==> src/rtl/core/pat_pkg.sv <==
// Shared types and constants for the positional array table.
`default_nettype none

package pat_pkg;

    localparam int FIELD_W = 7;

    localparam logic [2:0] REQ_DUMP   = 3'd0;
    localparam logic [2:0] REQ_SEARCH = 3'd1;
    localparam logic [2:0] REQ_UPDATE = 3'd2;
    localparam logic [2:0] REQ_INSERT = 3'd3;
    localparam logic [2:0] REQ_DELETE = 3'd4;

    typedef struct packed {
        logic [2:0]         req_type;
        logic [FIELD_W-1:0] slot;
        logic [FIELD_W-1:0] mark_in;
    } pat_req_t;

    typedef struct packed {
        logic               status;
        logic [FIELD_W-1:0] where;
        logic [FIELD_W-1:0] mark_out;
        logic [FIELD_W-1:0] fill;
        logic               last;
    } pat_rsp_t;

    typedef struct packed {
        logic capture;
        logic decide;
        logic write_upd;
        logic start_scan;
        logic start_ins;
        logic start_del;
        logic scan_step;
        logic ins_step;
        logic del_step;
        logic report;
    } pat_cmd_t;

    typedef struct packed {
        logic [2:0] req_type;
        logic       ok;
        logic       empty;
        logic       scan_done;
        logic       ins_done;
        logic       del_done;
        logic       out_free;
    } pat_sts_t;

endpackage

`default_nettype wire

==> src/rtl/core/pat_datapath.sv <==
// Datapath: entry memory, fill count, walk pointer and response register.
`default_nettype none

module pat_datapath
    import pat_pkg::*;
#(
    parameter int DEPTH = 64
) (
    input  wire logic     clk,
    input  wire logic     rst_n,
    input  wire pat_req_t req_in,
    input  wire pat_cmd_t cmd,
    output pat_sts_t      sts,
    input  wire logic     rsp_ready,
    output logic          rsp_valid,
    output pat_rsp_t      rsp
);

    localparam int AW = $clog2(DEPTH);
    localparam int CW = $clog2(DEPTH + 1);
    localparam int XW = ((CW > FIELD_W) ? CW : FIELD_W) + 1;

    logic [FIELD_W-1:0] mem [DEPTH];

    pat_req_t           req_reg;
    logic               ok_reg;
    logic [CW-1:0]      count_reg, count_next;
    logic [CW-1:0]      idx_reg, idx_next;
    logic [CW-1:0]      tag_reg, tag_next;
    logic               rd_valid_reg, rd_valid_next;
    logic [FIELD_W-1:0] rdata_reg;
    logic               hit_valid_reg, hit_valid_next;
    logic [CW-1:0]      hit_idx_reg, hit_idx_next;
    pat_rsp_t           rsp_reg, rsp_next;
    logic               rsp_valid_reg, rsp_valid_next;

    logic               we, re, out_free, rsp_load, ok;
    logic [AW-1:0]      waddr, raddr;
    logic [FIELD_W-1:0] wdata;
    logic [XW-1:0]      cnt_x, slot_x, idx_x, tag_x;
    logic               scan_issue, ins_issue, del_issue;
    logic               upd_ok, ins_ok, del_ok;

    assign cnt_x  = XW'(count_reg);
    assign slot_x = XW'(req_reg.slot);
    assign idx_x  = XW'(idx_reg);
    assign tag_x  = XW'(tag_reg);

    assign upd_ok = slot_x < cnt_x;
    assign ins_ok = (cnt_x < XW'(DEPTH)) && (slot_x != '0) && (slot_x <= cnt_x + XW'(1));
    assign del_ok = (cnt_x != '0) && (slot_x != '0) && (slot_x <= cnt_x);

    always_comb
    begin
        unique case (req_reg.req_type)
            REQ_UPDATE: ok = upd_ok;
            REQ_INSERT: ok = ins_ok;
            REQ_DELETE: ok = del_ok;
            default:    ok = 1'b0;
        endcase
    end

    assign scan_issue = idx_x < cnt_x;
    assign ins_issue  = idx_x >= slot_x;
    assign del_issue  = (idx_x + XW'(1)) < cnt_x;
    assign out_free   = !rsp_valid_reg || rsp_ready;

    assign sts.req_type  = req_reg.req_type;
    assign sts.ok        = ok;
    assign sts.empty     = (count_reg == '0);
    assign sts.scan_done = !scan_issue && !rd_valid_reg;
    assign sts.ins_done  = !ins_issue && !rd_valid_reg;
    assign sts.del_done  = !del_issue && !rd_valid_reg;
    assign sts.out_free  = out_free;

    always_comb
    begin
        count_next     = count_reg;
        idx_next       = idx_reg;
        tag_next       = tag_reg;
        rd_valid_next  = rd_valid_reg;
        hit_valid_next = hit_valid_reg;
        hit_idx_next   = hit_idx_reg;
        rsp_next       = rsp_reg;
        rsp_load       = 1'b0;
        we             = 1'b0;
        waddr          = '0;
        wdata          = '0;
        re             = 1'b0;
        raddr          = '0;

        if (cmd.write_upd)
        begin
            we    = 1'b1;
            waddr = AW'(req_reg.slot);
            wdata = req_reg.mark_in;
        end

        if (cmd.start_scan)
        begin
            idx_next       = '0;
            rd_valid_next  = 1'b0;
            hit_valid_next = 1'b0;
        end

        if (cmd.start_ins)
        begin
            idx_next      = count_reg;
            rd_valid_next = 1'b0;
        end

        if (cmd.start_del)
        begin
            idx_next      = CW'(req_reg.slot - FIELD_W'(1));
            rd_valid_next = 1'b0;
        end

        if (cmd.scan_step && out_free)
        begin
            if (rd_valid_reg)
            begin
                if (req_reg.req_type == REQ_DUMP)
                begin
                    rsp_load          = 1'b1;
                    rsp_next.status   = 1'b0;
                    rsp_next.where    = FIELD_W'(tag_reg);
                    rsp_next.mark_out = rdata_reg;
                    rsp_next.fill     = FIELD_W'(count_reg);
                    rsp_next.last     = (tag_x + XW'(1)) == cnt_x;
                end
                else if (rdata_reg == req_reg.mark_in)
                begin
                    if (hit_valid_reg)
                    begin
                        rsp_load          = 1'b1;
                        rsp_next.status   = 1'b0;
                        rsp_next.where    = FIELD_W'(hit_idx_reg);
                        rsp_next.mark_out = req_reg.mark_in;
                        rsp_next.fill     = FIELD_W'(count_reg);
                        rsp_next.last     = 1'b0;
                    end
                    hit_valid_next = 1'b1;
                    hit_idx_next   = tag_reg;
                end
            end
            if (scan_issue)
            begin
                re            = 1'b1;
                raddr         = AW'(idx_reg);
                tag_next      = idx_reg;
                idx_next      = idx_reg + CW'(1);
                rd_valid_next = 1'b1;
            end
            else
            begin
                rd_valid_next = 1'b0;
            end
        end

        if (cmd.ins_step)
        begin
            if (rd_valid_reg)
            begin
                we    = 1'b1;
                waddr = AW'(tag_reg);
                wdata = rdata_reg;
            end
            if (ins_issue)
            begin
                re            = 1'b1;
                raddr         = AW'(idx_reg - CW'(1));
                tag_next      = idx_reg;
                idx_next      = idx_reg - CW'(1);
                rd_valid_next = 1'b1;
            end
            else
            begin
                rd_valid_next = 1'b0;
                if (!rd_valid_reg)
                begin
                    we         = 1'b1;
                    waddr      = AW'(req_reg.slot - FIELD_W'(1));
                    wdata      = req_reg.mark_in;
                    count_next = count_reg + CW'(1);
                end
            end
        end

        if (cmd.del_step)
        begin
            if (rd_valid_reg)
            begin
                we    = 1'b1;
                waddr = AW'(tag_reg);
                wdata = rdata_reg;
            end
            if (del_issue)
            begin
                re            = 1'b1;
                raddr         = AW'(idx_reg + CW'(1));
                tag_next      = idx_reg;
                idx_next      = idx_reg + CW'(1);
                rd_valid_next = 1'b1;
            end
            else
            begin
                rd_valid_next = 1'b0;
                if (!rd_valid_reg)
                begin
                    count_next = count_reg - CW'(1);
                end
            end
        end

        if (cmd.report && out_free)
        begin
            rsp_load          = 1'b1;
            rsp_next.fill     = FIELD_W'(count_reg);
            rsp_next.last     = 1'b1;
            rsp_next.mark_out = '0;
            rsp_next.where    = '0;
            rsp_next.status   = 1'b1;
            unique case (req_reg.req_type) inside
                REQ_SEARCH:
                begin
                    if (hit_valid_reg)
                    begin
                        rsp_next.status   = 1'b0;
                        rsp_next.where    = FIELD_W'(hit_idx_reg);
                        rsp_next.mark_out = req_reg.mark_in;
                    end
                end
                REQ_UPDATE, REQ_INSERT, REQ_DELETE:
                begin
                    rsp_next.status = !ok_reg;
                    rsp_next.where  = req_reg.slot;
                end
                default:
                begin
                    rsp_next.status = 1'b1;
                end
            endcase
        end

        if (rsp_load)
        begin
            rsp_valid_next = 1'b1;
        end
        else if (rsp_ready)
        begin
            rsp_valid_next = 1'b0;
        end
        else
        begin
            rsp_valid_next = rsp_valid_reg;
        end
    end

    always_ff @(posedge clk)
    begin
        if (we)
        begin
            mem[waddr] <= wdata;
        end
        if (re)
        begin
            rdata_reg <= mem[raddr];
        end
    end

    always_ff @(posedge clk)
    begin
        if (cmd.capture)
        begin
            req_reg <= req_in;
        end
        if (cmd.decide)
        begin
            ok_reg <= ok;
        end
        tag_reg     <= tag_next;
        hit_idx_reg <= hit_idx_next;
        rsp_reg     <= rsp_next;
    end

    always_ff @(posedge clk or negedge rst_n)
    begin
        if (!rst_n)
        begin
            count_reg     <= '0;
            idx_reg       <= '0;
            rd_valid_reg  <= 1'b0;
            hit_valid_reg <= 1'b0;
            rsp_valid_reg <= 1'b0;
        end
        else
        begin
            count_reg     <= count_next;
            idx_reg       <= idx_next;
            rd_valid_reg  <= rd_valid_next;
            hit_valid_reg <= hit_valid_next;
            rsp_valid_reg <= rsp_valid_next;
        end
    end

    assign rsp_valid = rsp_valid_reg;
    assign rsp       = rsp_reg;

`ifndef SYNTHESIS
    a_count_bound: assert property (@(posedge clk) disable iff (!rst_n)
        XW'(count_reg) <= XW'(DEPTH))
        else $error("fill count above depth");

    a_ins_count: assert property (@(posedge clk) disable iff (!rst_n)
        (cmd.ins_step && !ins_issue && !rd_valid_reg)
        |=> count_reg == $past(count_reg) + CW'(1))
        else $error("insert did not grow the count");

    a_del_count: assert property (@(posedge clk) disable iff (!rst_n)
        (cmd.del_step && !del_issue && !rd_valid_reg)
        |=> count_reg == $past(count_reg) - CW'(1))
        else $error("delete did not shrink the count");

    a_tag_range: assert property (@(posedge clk) disable iff (!rst_n)
        rd_valid_reg |-> tag_x < XW'(DEPTH))
        else $error("pending read tag out of range");
`endif

endmodule

`default_nettype wire

==> src/rtl/core/pat_ctrl.sv <==
// Controller: request sequencing state machine.
`default_nettype none

module pat_ctrl
    import pat_pkg::*;
(
    input  wire logic     clk,
    input  wire logic     rst_n,
    input  wire logic     req_valid,
    output logic          req_ready,
    input  wire pat_sts_t sts,
    output pat_cmd_t      cmd
);

    typedef enum logic [5:0] {
        S_IDLE   = 6'b000001,
        S_DECODE = 6'b000010,
        S_SCAN   = 6'b000100,
        S_INSERT = 6'b001000,
        S_DELETE = 6'b010000,
        S_REPORT = 6'b100000
    } pat_state_t;

    pat_state_t state_reg, state_next;

    assign req_ready = (state_reg == S_IDLE);

    always_comb
    begin
        state_next = state_reg;
        cmd        = '0;

        unique case (state_reg)
            S_IDLE:
            begin
                cmd.capture = req_valid;
                if (req_valid)
                begin
                    state_next = S_DECODE;
                end
            end
            S_DECODE:
            begin
                cmd.decide = 1'b1;
                unique case (sts.req_type)
                    REQ_DUMP:
                    begin
                        if (sts.empty)
                        begin
                            state_next = S_REPORT;
                        end
                        else
                        begin
                            cmd.start_scan = 1'b1;
                            state_next     = S_SCAN;
                        end
                    end
                    REQ_SEARCH:
                    begin
                        cmd.start_scan = 1'b1;
                        state_next     = S_SCAN;
                    end
                    REQ_UPDATE:
                    begin
                        cmd.write_upd = sts.ok;
                        state_next    = S_REPORT;
                    end
                    REQ_INSERT:
                    begin
                        cmd.start_ins = sts.ok;
                        state_next    = sts.ok ? S_INSERT : S_REPORT;
                    end
                    REQ_DELETE:
                    begin
                        cmd.start_del = sts.ok;
                        state_next    = sts.ok ? S_DELETE : S_REPORT;
                    end
                    default:
                    begin
                        state_next = S_REPORT;
                    end
                endcase
            end
            S_SCAN:
            begin
                cmd.scan_step = 1'b1;
                if (sts.scan_done)
                begin
                    state_next = (sts.req_type == REQ_DUMP) ? S_IDLE : S_REPORT;
                end
            end
            S_INSERT:
            begin
                cmd.ins_step = 1'b1;
                if (sts.ins_done)
                begin
                    state_next = S_REPORT;
                end
            end
            S_DELETE:
            begin
                cmd.del_step = 1'b1;
                if (sts.del_done)
                begin
                    state_next = S_REPORT;
                end
            end
            S_REPORT:
            begin
                cmd.report = 1'b1;
                if (sts.out_free)
                begin
                    state_next = S_IDLE;
                end
            end
            default:
            begin
                state_next = S_IDLE;
            end
        endcase
    end

    always_ff @(posedge clk or negedge rst_n)
    begin
        if (!rst_n)
        begin
            state_reg <= S_IDLE;
        end
        else
        begin
            state_reg <= state_next;
        end
    end

endmodule

`default_nettype wire

==> src/rtl/core/positional_array_table.sv <==
// Update, rejected and empty dump requests go from accept through the decode state
// to the report state, which loads the response, then idle accepts the next request.
// Dump loads each entry in slot order as a response; search scans every entry, then reports.
// Insert and delete move m entries, one per cycle through a read and a write port, and
// respond from the report state. A stalled response holds the dump or search walk.
// Reset clears the fill count and control state; memory contents are not cleared.
`default_nettype none

module positional_array_table
    import pat_pkg::*;
#(
    parameter int DEPTH = 64
) (
    input  wire logic     clk,
    input  wire logic     rst_n,
    input  wire logic     req_valid,
    output logic          req_ready,
    input  wire pat_req_t req,
    output logic          rsp_valid,
    input  wire logic     rsp_ready,
    output pat_rsp_t      rsp
);

    pat_cmd_t cmd;
    pat_sts_t sts;

    pat_ctrl u_ctrl (
        .clk       (clk),
        .rst_n     (rst_n),
        .req_valid (req_valid),
        .req_ready (req_ready),
        .sts       (sts),
        .cmd       (cmd)
    );

    pat_datapath #(
        .DEPTH (DEPTH)
    ) u_datapath (
        .clk       (clk),
        .rst_n     (rst_n),
        .req_in    (req),
        .cmd       (cmd),
        .sts       (sts),
        .rsp_ready (rsp_ready),
        .rsp_valid (rsp_valid),
        .rsp       (rsp)
    );

endmodule

`default_nettype wire

==> config.mk <==
export PLATFORM = sky130hd
export DESIGN_NAME = positional_array_table
export DESIGN_NICKNAME = d
export VERILOG_FILES = /design/src/rtl/core/pat_pkg.sv /design/src/rtl/core/pat_datapath.sv /design/src/rtl/core/pat_ctrl.sv /design/src/rtl/core/positional_array_table.sv
export SDC_FILE = /design/constraint.sdc
export NUM_CORES = 1
export LEC_CHECK = 0
export BUFFER_PORTS_ARGS = -buffer_cell sky130_fd_sc_hd__buf_4
export CAP_MARGIN = 0
export CORE_UTILIZATION = 50
export CTS_CLUSTER_SIZE = 12
export DETAILED_ROUTE_END_ITERATION = 7
export GPL_ROUTABILITY_DRIVEN = 1
export GPL_TIMING_DRIVEN = 1
export PLACE_DENSITY = 0.7
export SLEW_MARGIN = 15
export SYNTH_ARGS = -nofsm -noshare
export SYNTH_HDL_FRONTEND = slang
export SYNTH_SLANG_ARGS = --single-unit
export TNS_END_PERCENT = 10
==> constraint.sdc <==
create_clock -name clk -period 7 [get_ports clk]
set_input_delay 0.7 -clock clk [delete_from_list [all_inputs] [get_ports clk]]
set_output_delay 0.7 -clock clk [all_outputs]
set_load 0.01 [all_outputs]
==> results_dict.tcl <==
set metrics [dict create \
    placed_cell_area_mm2 0.02495 \
    syn_nets 2081 \
    ctsHtreeMaxLevel 2 \
    routedWlPerCell_um 23.94 \
    synth-main-ff-cell "edfxtp_1" \
    end_kind "flip-flop" \
    coreArea_mm2 0.04765 \
    power-per-cell-area_mw_per_mm2 300.6 \
    ys_types 85 \
    fill_cells 3911 \
    setup_viol 0 \
    multi_input_area_mm2 0.007645 \
    netlist_top_cells_count "edfxtp_1 (502), nand2_1 (427), nand3_1 (190)" \
    gp_congestion 0.9247 \
    cts.sinks 533 \
    synth.most_common_cell "edfxtp_1" \
    relSlewSlack 0.2560 \
    worstPathArrival_ns 6.59 \
    drive_gt1_frac 0.09025 \
    ir_drop_v 0.0002022 \
    hold_class "input port to flip-flop" \
    synth_xor_area_frac 0.01380 \
    port_buffers 45 \
    path_delay_family "compound AO/OA/AOI/OAI gates" \
    cp.depth 15 \
    stdcell_area_mm2 0.02654 \
    vias 16870 \
    die-area_mm2 0.04910 \
    finalSetupTns_ns 0 \
    postRouteAntennaNets 0 \
    clk_path_buf_depth 3 \
    clk_latency_ns 0.60 \
    startpoint_type "flip-flop" \
    dr.pass1.iters 6 \
    yosysTopAreaCell "edfxtp_1" \
    drc 0 \
    synth.area.mux_share 0.01894 \
    diodes 0 \
    io_pins 46 \
    die_w_um 221.6 \
    overflow 0 \
    crit_fanout 51 \
    cts_buffers 54 \
    layout_setup_ws_ns 0.7188 \
    critPathBufInv 1 \
    ys_seq_area_frac 0.6558 \
    root_buffer "clkbuf_16" \
    syn_inst 2019 \
    grt_pass1_wl_um 97790 \
    antenna_found_initial 0 \
    clkTransAtPathRegs_ns 0.06 \
    skew_ns 0.01900 \
    synth-compound-area-share 0.09123 \
    first_global_vias 16110 \
    syn_avg_cell_area_um2 11.94 \
    period_share 0.8973 \
    seq_area_mm2 0.01581 \
    path_cells "ha_1 > nand3_1 > xnor2_1 > ha_1 > a211oi_1 > o211ai_1 > nor3_2 > a311o_1 > a21o_2 > buf_4 > nand3_1 > nand3_1 > a21oi_1 > nor4bb_1 > o22ai_1" \
    synth_seq_cells 533 \
    synth_area_leaders "edfxtp_1 (63%), nand2_1 (6.6%), nand3_1 (3.9%)" \
    crit_path_max_incr_delay_ns 0.74 \
    vias_per_cell 6.303 \
    rsz0062_at_grt "false" \
    cpMostUsedCell "nand3_1" \
    synthArstFlopShare 0.04315 \
    areaGrowthSynthToFinish_pct 10.07 \
    drv_slew 0 \
    largest_reg_flops 448 \
    rows 80 \
    leakage_nw 8.922 \
    wl_um 64060 \
    syn_area_mm2 0.02411 \
    whs_ns 0.2865 \
    period_minus_slack_ns 6.281 \
    grt_start_max_net_pins 139 \
    dp_slack_ns 0.9566 \
    crit_type "flip-flop to flip-flop" \
    slowest_stage "dfrtp_1" \
    synth-edff-count 502 \
    outcome "finished clean" \
    dp.final_hpwl_um 40990 \
    initial_core_util 0.5060 \
    min_path_cells 1 \
    fp.dieH_um 221.6 \
    drt_iter0_markers 1910 \
    hold_viol_final 0 \
    worst_pin_slew_ns 1.116 \
    synth_top_area_frac 0.6253 \
    ff2ff_path_depth 15 \
    tritoncts "built" \
    synthAdderAreaFrac 0.02128 \
    fmax_mhz 159.2 \
    synth_top_family_by_area "simple AND/OR/NAND/NOR gates" \
    worstPathRequired_ns 7.31 \
    synthSimpleGateAreaFrac 0.1691 \
    yosysWarnings 0 \
    drv_cap 0 \
    grtUsageTotal 0.2609 \
    fin_nets 2092 \
]
final timing paths:
| kind | endpoint | startpoint | slack, ns |
|---|---|---|---|
| setup / recovery | u_datapath.rdata_reg[1] | u_datapath.idx_reg[0] | 0.72 |
| hold / removal | u_datapath.req_reg[4] | req[4] | 0.29 |
| setup reg to reg | u_datapath.rdata_reg[1] | u_datapath.idx_reg[0] | 0.72 |
| hold reg to reg | u_datapath.rsp[21] | u_datapath.hit_idx_reg[6] | 0.51 |
| max in group asynchronous | u_ctrl.state_reg[0] | rst_n | 6.15 |
| min in group asynchronous | u_ctrl.state_reg[1] | rst_n | 0.55 |
logic make-up after synthesis:
| kind of cell | count (synthesis) |
|---|---|
| AO/OA/AOI/OAI | 306 |
| XOR/XNOR | 38 |
| adder cells (fa/ha/maj) | 41 |
| buffers and inverters | 152 |
| flip-flops | 533 |
| multiplexers | 42 |
| AND/OR/NAND/NOR | 907 |
layout make-up:
cell class,instances,area share
flip-flops and latches,533,0.5958
multi-input cells,1334,0.2881
clock buffers,73,0.05554
well taps,615,0.02900
repair buffers,74,0.02339
inverters,33,0.004668
clock inverters,14,0.003489
metrics by stage:
step           utilization  cells  power (W)
3_5_place_dp        0.5237   2588   0.005370
3_3_place_gp        0.5236   2588   0.005337
5_1_grt             0.5570   2676   0.008271
2_1_floorplan            -   2019   0.004922
6_report            0.5570   2676   0.007976
4_1_cts             0.5568   2676   0.007976
repair_timing:
action                                 in CTS  in global routing
resized for setup                           0                  0
hold buffers                                1                  0
buffers inserted                            0                  0
endpoints found under the hold margin      22                  0
cells in the final DEF, fill, tap and decap left out, drive strengths merged, types with 34 or more instances in the layout:
cell    netlist  final
edfxtp      502    502
nand2       427    427
nand3       190    190
nor2        141    141
buf          80     73
clkbuf       39     73
o21ai        51     51
a21oi        47     47
ha           41     41
inv          33     34
a211oi       34     34
layer usage:
| metal | vias up | global-route usage | part of all wire |
|---|---|---|---|
| met2 | 953 | 0.4167 | 0.47 |
| met4 | 0 | 0.1017 | 0.034 |
| met3 | 146 | 0.04227 | 0.092 |
| met5 | - | 0 | 0 |
| li1 | 7525 | - | - |
| met1 | 8243 | 0.3594 | 0.41 |
power breakdown:
group	total [W]	switching, W	leakage (nW)	internal (W)
registers	0.00375	0.000204	4.01	0.00355
clock network	0.00264	0.00115	0.762	0.00149
logic	0.00159	0.00101	4.15	0.000574
total	0.00798	0.00237	8.92	0.00561
(Power assumes the default switching activity.)
